File: config.mk
export PLATFORM = sky130hd
export DESIGN_NAME = bce_tdiv
export DESIGN_NICKNAME = d
export VERILOG_FILES = /design/src/hw/rtl/bce_pkg.sv /design/src/hw/rtl/bce_tdiv.sv
export SDC_FILE = /design/constraint.sdc
export NUM_CORES = 1
export LEC_CHECK = 0
export BUFFER_PORTS_ARGS = -buffer_cell sky130_fd_sc_hd__buf_2
export CAP_MARGIN = 5
export CORE_MARGIN = 2
export CORE_UTILIZATION = 62
export CTS_CLUSTER_DIAMETER = 60
export DETAILED_ROUTE_END_ITERATION = 10
export GPL_TIMING_DRIVEN = 0
export PLACE_DENSITY = 0.91
export SYNTH_ARGS = -nofsm -noshare
export SYNTH_HDL_FRONTEND = slang
export SYNTH_SLANG_ARGS = --single-unit
File: constraint.sdc
create_clock -name clk -period 7.6 [get_ports clk]
set_input_delay 1.52 -clock clk [delete_from_list [all_inputs] [get_ports clk]]
set_output_delay 1.52 -clock clk [all_outputs]
set_load 0.01 [all_outputs]
File: src/hw/rtl/bce_pkg.sv
// Shared types and constants for the Bezier curve evaluator.
// No dependencies; imported by bce_tdiv, bezier_curve_evaluator_unit and bce_checker.
package bce_pkg;

  localparam int COORD_W  = 24;  // control point / curve coordinate
  localparam int SAMPLE_W = 16;  // sample index and sample count
  localparam int CC_W     = 5;   // control count register
  localparam int T_W      = 17;  // t in Q16, 0 .. 1.0 inclusive
  localparam int Q30_W    = 31;  // powers, weights, blends in Q30, 0 .. 1.0
  localparam int CFG_IDX_W = 1;

  localparam logic [T_W-1:0]   T_ONE    = T_W'(65536);
  localparam logic [Q30_W-1:0] ONE_Q30  = Q30_W'(1 << 30);

  localparam logic [COORD_W-1:0] COORD_MAX_V = 24'h7F_FFFF;
  localparam logic [COORD_W-1:0] COORD_MIN_V = 24'h80_0000;
  localparam int COORD_POS_LIM = 8388607;
  localparam int COORD_NEG_LIM = 8388608;

  // input item kinds
  localparam logic ACTION_LOAD = 1'b0;
  localparam logic ACTION_EVAL = 1'b1;

  // configuration register indexes
  localparam logic [CFG_IDX_W-1:0] CFG_CONTROL_COUNT = 1'b0;
  localparam logic [CFG_IDX_W-1:0] CFG_SAMPLE_COUNT  = 1'b1;

  localparam logic [CC_W-1:0]     CC_RESET = CC_W'(6);
  localparam logic [SAMPLE_W-1:0] SC_RESET = SAMPLE_W'(1000);

  typedef enum logic [3:0] {
    ST_IDLE,
    ST_PREP,   // t division and Pascal row
    ST_POWT,   // t power multiply
    ST_POWU,   // round t power, u power multiply
    ST_POWR,   // round u power
    ST_WGT,    // t^k * u^(n-k)
    ST_WRND,
    ST_BIN,    // C(n,k) * w
    ST_BSAT,
    ST_MX,
    ST_MY,
    ST_MZ,
    ST_ACCZ,
    ST_FIN,    // magnitude of sums
    ST_RND     // round, saturate, load output register
  } bce_state_t;

endpackage

File: src/hw/rtl/bce_tdiv.sv
// Restoring divider forming t = floor(i * 2^16 / count), one bit a cycle.
// Depends on bce_pkg.
module bce_tdiv import bce_pkg::*; (
  input  logic                clk,
  input  logic                rst_n,
  input  logic                start,
  input  logic [SAMPLE_W-1:0] dividend,
  input  logic [SAMPLE_W-1:0] divisor,
  output logic                busy,
  output logic [T_W-1:0]      t
);

  localparam int CNT_W = $clog2(SAMPLE_W + 1);

  logic                busy_r;
  logic [CNT_W-1:0]    cnt_r;
  logic [SAMPLE_W-1:0] rem_r;
  logic [SAMPLE_W-1:0] div_r;
  logic [T_W-1:0]      q_r;

  logic [SAMPLE_W:0]   rem2;
  logic [SAMPLE_W:0]   diff;
  logic                ge;

  assign rem2 = {rem_r, 1'b0};
  assign diff = rem2 - {1'b0, div_r};
  assign ge   = (rem2 >= {1'b0, div_r});

  always_ff @(posedge clk) begin
    if (!rst_n) begin
      busy_r <= 1'b0;
      cnt_r  <= '0;
    end else if (start) begin
      // t is exactly one when the index reaches or runs past the count or count is zero
      busy_r <= !((divisor == '0) || (dividend >= divisor));
      cnt_r  <= CNT_W'(SAMPLE_W);
    end else if (busy_r) begin
      cnt_r <= cnt_r - CNT_W'(1);
      if (cnt_r == CNT_W'(1)) begin
        busy_r <= 1'b0;
      end
    end
  end

  always_ff @(posedge clk) begin
    if (start) begin
      rem_r <= dividend;
      div_r <= divisor;
      q_r   <= ((divisor == '0) || (dividend >= divisor)) ? T_ONE : '0;
    end else if (busy_r) begin
      if (ge) begin
        rem_r <= diff[SAMPLE_W-1:0];
      end else begin
        rem_r <= rem2[SAMPLE_W-1:0];
      end
      q_r <= {q_r[T_W-2:0], ge};
    end
  end

  assign busy = busy_r;
  assign t    = q_r;

endmodule

==> results of run 1 <==
## Yosys cell counts (6+ instances only)
cell type,n
a211oi_1,7
a21o_1,7
a21oi_1,10
clkbuf_1,7
dfxtp_1,6
edfxtp_1,49
ha_1,34
inv_1,39
nand2_1,20
nor2_1,19
nor2b_1,23
nor4_1,7
o21ai_0,18
xnor2_1,10
## state kept, by name (all words and copies together), names as in the netlist
| register | cells |
|---|---|
| t | 17 |
| cnt_r | 5 |
| rem_r | 16 |
| div_r | 16 |
| busy | 1 |
## worst paths after layout
| check | startpoint | to | slack, ps | cells after the start |
|---|---|---|---|---|
| setup / recovery | divisor[13] | t[16]$_DFFE_PP_ | 4220 | 10 |
| hold / removal | cnt_r[1]$_SDFFE_PP0P_ | cnt_r[1]$_SDFFE_PP0P_ | 540 | 2 |
| hold reg to reg | cnt_r[1]$_SDFFE_PP0P_ | cnt_r[1]$_SDFFE_PP0P_ | 540 | 2 |
| setup reg to reg | rem_r[2]$_DFFE_PP_ | rem_r[12]$_DFFE_PP_ | 4530 | 8 |
## per-stage QoR
stage               total power (uW)  area, um2  worst slack, ps  cells  hold slack [ps]
global route                    1100       4070             4170    476              578
detailed placement               824       3940             4010    468              525
finish                          1060       4070             4220    476              542
floorplan                        710       3590             4490    344              469
global placement                 802       3940             4060    468              480
CTS                             1040       4070             4290    476              534
## area by class of cell
class	instances	area (um2)
Buffer	11	51.3
Clock buffer	7	97.6
Fill cell	375	1480
Tap cell	72	90.1
Multi-Input combinational cell	239	1800
Clock inverter	1	30.0
Sequential cell	55	1590
Timing Repair Buffer	52	260
Inverter	39	146
## layer usage
layer  GRT usage  share of wire  vias to the layer above
met4       0.181          0.064                        0
met5           0              0                        -
li1            -              -                     1394
met2       0.523           0.47                      255
met1       0.373           0.36                     1487
met3      0.0742           0.11                       75
## placed cells by master (no fill, tap or decap), types with 5 or more instances in the layout
master	netlist	layout
a21oi_1	10	10
a211oi_1	7	7
o21ai_0	18	18
edfxtp_1	49	49
clkbuf_8	0	5
ha_1	34	34
nor2b_1	23	23
clkbuf_1	7	8
inv_1	39	39
xnor2_1	10	10
buf_2	2	54
nand2_1	20	20
o31ai_1	5	5
nor4_1	7	7
nor2_1	19	19
dfxtp_1	6	6
a21o_1	7	7
## power by group
part           internal (uW)  switching (uW)  leakage [uW]
Sequential               386            26.5      0.000546
Combinational            170             258       0.00115
Clock                    119            97.8     0.0000636
Total                    675             382       0.00176
## worst max-delay path: cells and delay by family
kind | cells | cell delay (ps)
adders and majority gates | 1 | 310
and+or+nand+nor | 3 | 320
AOI/OAI and AO/OA | 4 | 1140
buffers and inverters | 2 | 150
## kinds of logic after synthesis
group                      count (synthesis)  share of synthesized area
buffers and inverters                     50                     0.0551
and+or+nand+nor                           95                      0.139
adders and majority gates                 35                      0.124
AOI/OAI and AO/OA                         95                      0.204
xor gates and xnor gates                  13                     0.0317
DFF                                       55                      0.444
muxes                                      1                    0.00279
==> results by group, run 1 <==
Cells and area
  • Diode count: 0
  • Layout cell share with drive strength beyond 1: 0.186
  • P&R area growth vs syn: 13.3%
  • Util after Layout: 0.734
  • Final nets: around 470

Logic synthesis
  • Main synth FF type: edfxtp_1
  • Cells after Synth: 344
  • Top cells by area, synth: edfxtp_1 (41%), ha_1 (12%), inv_1 (4.1%)
  • Post-synth EDFFs: ~50
  • Post-synthesis sequential area ratio: 0.444
  • Mapped Nets: 414
  • Yosys cell types: 60
  • Yosys top cell area share: 0.410
  • Syn avg cell area: around 10 um2
  • Mapped Area: 3590 um2
  • Post-synth top area cell: edfxtp_1
  • Register bit total from synthesis: between 50 and 60
  • YS warnings: 0
  • Post-synth ARST share: 0

Detailed routing
  • Wirelength per Cell: roughly 20 um
  • Detailed Routing Iterations Pass 1: 5
  • DRC errors left: 0
  • Via density: approximately 6.7
  • Routed vias: between 3000 and 4000
  • 1st-iter DRT viols: 538
  • Antenna viol nets, final: 0
  • Drt total wl: ~9.7 mm

Clocking
  • CTS Sinks: 55
  • # resized after CTS: 0
  • CTS Buf Count: 5
  • CTS Hold Buffers Added: 0
  • Clock latency on the worst-skew pair: roughly 310 ps
  • Buffer levels on the longest clock path: 2
  • Post-CTS setup buffers: 0
  • Clock transition at path regs: 90 ps
  • TritonCTS clock tree: yes
  • CTS Root Cell: clkbuf_8
  • Depth of the CTS H-tree: 2

Worst setup path
  • CP Cell Sequence: buf_2 > inv_1 > ha_1 > a21oi_1 > nor2b_1 > o21ai_0 > nand4b_1 > a2111oi_0 > o31a_1 > nor3_1
  • Crit path kind: in -> reg
  • CP max stage delay: approximately 470 ps
  • Crit start category: primary input
  • Crit path capture type: flip-flop
  • Worst path slowest cell: a2111oi_0
  • CP arrival: approximately 3400 ps
  • Req. time, crit path: ~7700 ps
  • Worst-path fanout max: 3

Timing
  • Final max-slew violation count: 0
  • Slew headroom: 0.441
  • Number of hold violations in the final report: 0
  • Max Freq: about 300 MHz
  • Final setup viols: 0
  • Final worst path period share: 0.445
  • Clock Skews: 8.63 ps
  • Final min period: 3380 ps
  • RSZ-0062 raised after global routing: false
  • Setup_tns: 0 ps
  • Least-Margin Pin Slew: between 800 and 900 ps

Floorplan
  • Starting Density: 0.647
  • Core area: between 5000 and 6000 um2
  • Area of the die: roughly 6400 um2
  • Row Count: 27
  • Die Y: roughly 80 um
  • Die W: between 80 and 90 um
  • Top Ports: 53

Status
  • Status: finished clean

Placed design
  • Port Buf Inserts: 52
  • GP Congestion: roughly 0.94
  • Hpwl dp: between 6 and 7 mm

Global route
  • Total GRT Usage: 0.315
  • GRT overflow: 0
  • Initial antenna violation count: 0
  • Pin count of the biggest net entering global routing: 34
  • Number of global-route vias before repair: between 3000 and 4000
  • First-pass GRT wire length: roughly 15 mm

Power and ir drop
  • Pleak: around 0.0018 uW
  • Worst VDD drop: 0.178 mV
  • Pwr dens: roughly 260 nW/um2

Worst hold path
  • Worst Hold Class: reg -> reg

Job
  • Maxcap violations: 0
No activity file was read; power rests on OpenSTA's default activity.
==> inputs of run 2 (changes only) <==
--- a/config.mk
+++ b/config.mk
@@ -8,11 +8,11 @@
 export BUFFER_PORTS_ARGS = -buffer_cell sky130_fd_sc_hd__buf_2
 export CAP_MARGIN = 5
 export CORE_MARGIN = 2
-export CORE_UTILIZATION = 62
+export CORE_UTILIZATION = 58
 export CTS_CLUSTER_DIAMETER = 60
 export DETAILED_ROUTE_END_ITERATION = 10
 export GPL_TIMING_DRIVEN = 0
-export PLACE_DENSITY = 0.91
+export PLACE_DENSITY = 0.86
 export SYNTH_ARGS = -nofsm -noshare
 export SYNTH_HDL_FRONTEND = slang
 export SYNTH_SLANG_ARGS = --single-unit
==> constraint.sdc (replaced) <==
create_clock -name clk -period 3.2 [get_ports clk]
set_input_delay 0.64 -clock clk [delete_from_list [all_inputs] [get_ports clk]]
set_output_delay 0.64 -clock clk [all_outputs]
set_load 0.01 [all_outputs]
==> run 2 against run 1 <==
  * Sequential share of layout area up 0.24 points
  * Critical path type is now reg -> reg
  * Non-clock buffer count unchanged
  * Register-to-register slack worse by 4300 ps
  * Core utilization down 5.5 points
  * Clock-buffer cell count down 1
  * Worst setup slack worse by 4000 ps
  * First-iteration DRC count down 18%
  * Critical path depth down 2
  * Combinational power up 130%
==> results by group, run 2 (same netlist as run 1, synthesis figures left out) <==
Clocking
  • TritonCTS clock tree: yes
  • Clock latency on the worst-skew pair: 320 ps
  • CTS Buf Count: 5
  • Depth of the CTS H-tree: 2
  • Post-CTS setup buffers: 0
  • CTS Sinks: between 50 and 60
  • CTS Hold Buffers Added: 0
  • CTS Root Cell: clkbuf_8
  • Buffer levels on the longest clock path: 2
  • Clock transition at path regs: around 100 ps
  • # resized after CTS: 0

Global route
  • First-pass GRT wire length: approximately 14 mm
  • GRT overflow: 0
  • Number of global-route vias before repair: around 3000
  • Initial antenna violation count: 0
  • Total GRT Usage: 0.276
  • Pin count of the biggest net entering global routing: 34

Detailed routing
  • Routed vias: about 3000
  • DRC errors left: 0
  • Drt total wl: around 9 mm
  • Wirelength per Cell: roughly 19 um
  • Via density: about 6.3
  • 1st-iter DRT viols: 440
  • Antenna viol nets, final: 0
  • Detailed Routing Iterations Pass 1: 5

Timing
  • Clock Skews: 5.88 ps
  • Tightest hold margin: approximately 520 ps
  • Slew headroom: 0.464
  • Final min period: about 3000 ps
  • Setup_tns: 0 ps
  • Max Freq: 337 MHz
  • RSZ-0062 raised after global routing: false
  • Final setup viols: 0
  • Least-Margin Pin Slew: roughly 800 ps
  • Number of hold violations in the final report: 0
  • Final worst path period share: 0.926
  • Final max-slew violation count: 0

Cells and area
  • Most common cell after layout, fill and taps aside: buf_2
  • Largest register FFs: 17
  • Most frequent cells in the layout: buf_2 (54), edfxtp_1 (49), inv_1 (39), ha_1 (34), nor2b_1 (23)
  • Final nets: 473
  • Final Cell Area: about 4000 um2
  • Util after Layout: 0.678
  • Fillers: 460
  • P&R area growth vs syn: 12.6%
  • Layout cell share with drive strength beyond 1: 0.188
  • Diode count: 0

Worst setup path
  • CP arrival: about 3000 ps
  • Crit path kind: reg -> reg
  • Crit start category: flip-flop
  • Crit path capture type: flip-flop
  • Worst-path fanout max: 9
  • Req. time, crit path: between 3000 and 4000 ps
  • R2R Setup Slk: 240 ps

Power and ir drop
  • Pwr dens: 589 nW/um2
  • Pleak: about 0.0017 uW
  • Power, Total: approximately 2400 uW
  • Worst VDD drop: 0.333 mV

Floorplan
  • Die W: just over 80 um
  • Core area: just under 6000 um2
  • Row Count: 28
  • Die Y: a little over 80 um
  • Top Ports: 53
  • Area of the die: 6830 um2
  • Starting Density: 0.602

Placed design
  • Hpwl dp: ~6.6 mm
  • Port Buf Inserts: between 50 and 60
  • GP Congestion: 0.953
  • Cell Area, Placed: between 3000 and 4000 um2

Job
  • Maxcap violations: 0

Worst hold path
  • Worst Hold Class: reg -> reg

Status
  • Status: finished clean
## run 2: cell count changes in the layout (fill, tap and decap cells not counted)
cell        change
clkbuf_8        +1
clkbuf_16       -1
clkinv_4        +1
clkbuf_1        -1
clkinvlp_4      +1
bufinv_16       -1
## run 2: layout make-up
class / count / area, um2 / share of cell area
multi-input cells: 239 / 1800 / 0.445
flip-flops and latches: 55 / 1590 / 0.394
repair buffers: 52 / 260 / 0.0644
inverters: 39 / 146 / 0.0362
well taps: 75 / 93.8 / 0.0232
clock buffers: 6 / 82.6 / 0.0204
plain buffers: 11 / 51.3 / 0.0127
clock inverters: 2 / 16.3 / 0.00403
## run 2: per-stage QoR
stage | setup slack, ps | instances
after floorplan | 781 | 344
after global placement | 393 | 471
after detailed placement | 366 | 471
after CTS | 343 | 479
after global routing | 172 | 479
final | 235 | 479
## run 2: worst max-delay path, cell delays in order (launching register included)
cell       delay [ps]
edfxtp_1          420
ha_1              390
nand3_1           160
o21bai_4          240
a21oi_4           190
o2111ai_2         170
a21oi_2           500
nor2_2            240
a311o_1           410
## run 2: path summary, 6_finish.rpt
check | startpoint | end | cells past startpoint
worst max-delay path | rem_r[2]$_DFFE_PP_ | rem_r[12]$_DFFE_PP_ | 8
worst min-delay path | cnt_r[1]$_SDFFE_PP0P_ | cnt_r[1]$_SDFFE_PP0P_ | 2
worst max register to register | rem_r[2]$_DFFE_PP_ | rem_r[12]$_DFFE_PP_ | 8
worst min register to register | cnt_r[1]$_SDFFE_PP0P_ | cnt_r[1]$_SDFFE_PP0P_ | 2
## run 2: metal layers
layer	part of all wire	vias up	track usage
met5	0	-	0
met4	0.042	0	0.146
met3	0.079	35	0.0457
met2	0.48	160	0.453
met1	0.40	1416	0.349
li1	-	1393	-
## run 2: power by group
part	internal (uW)	switching (uW)
clock network	178	247
registers	917	58.9
logic	400	582
total	1490	887
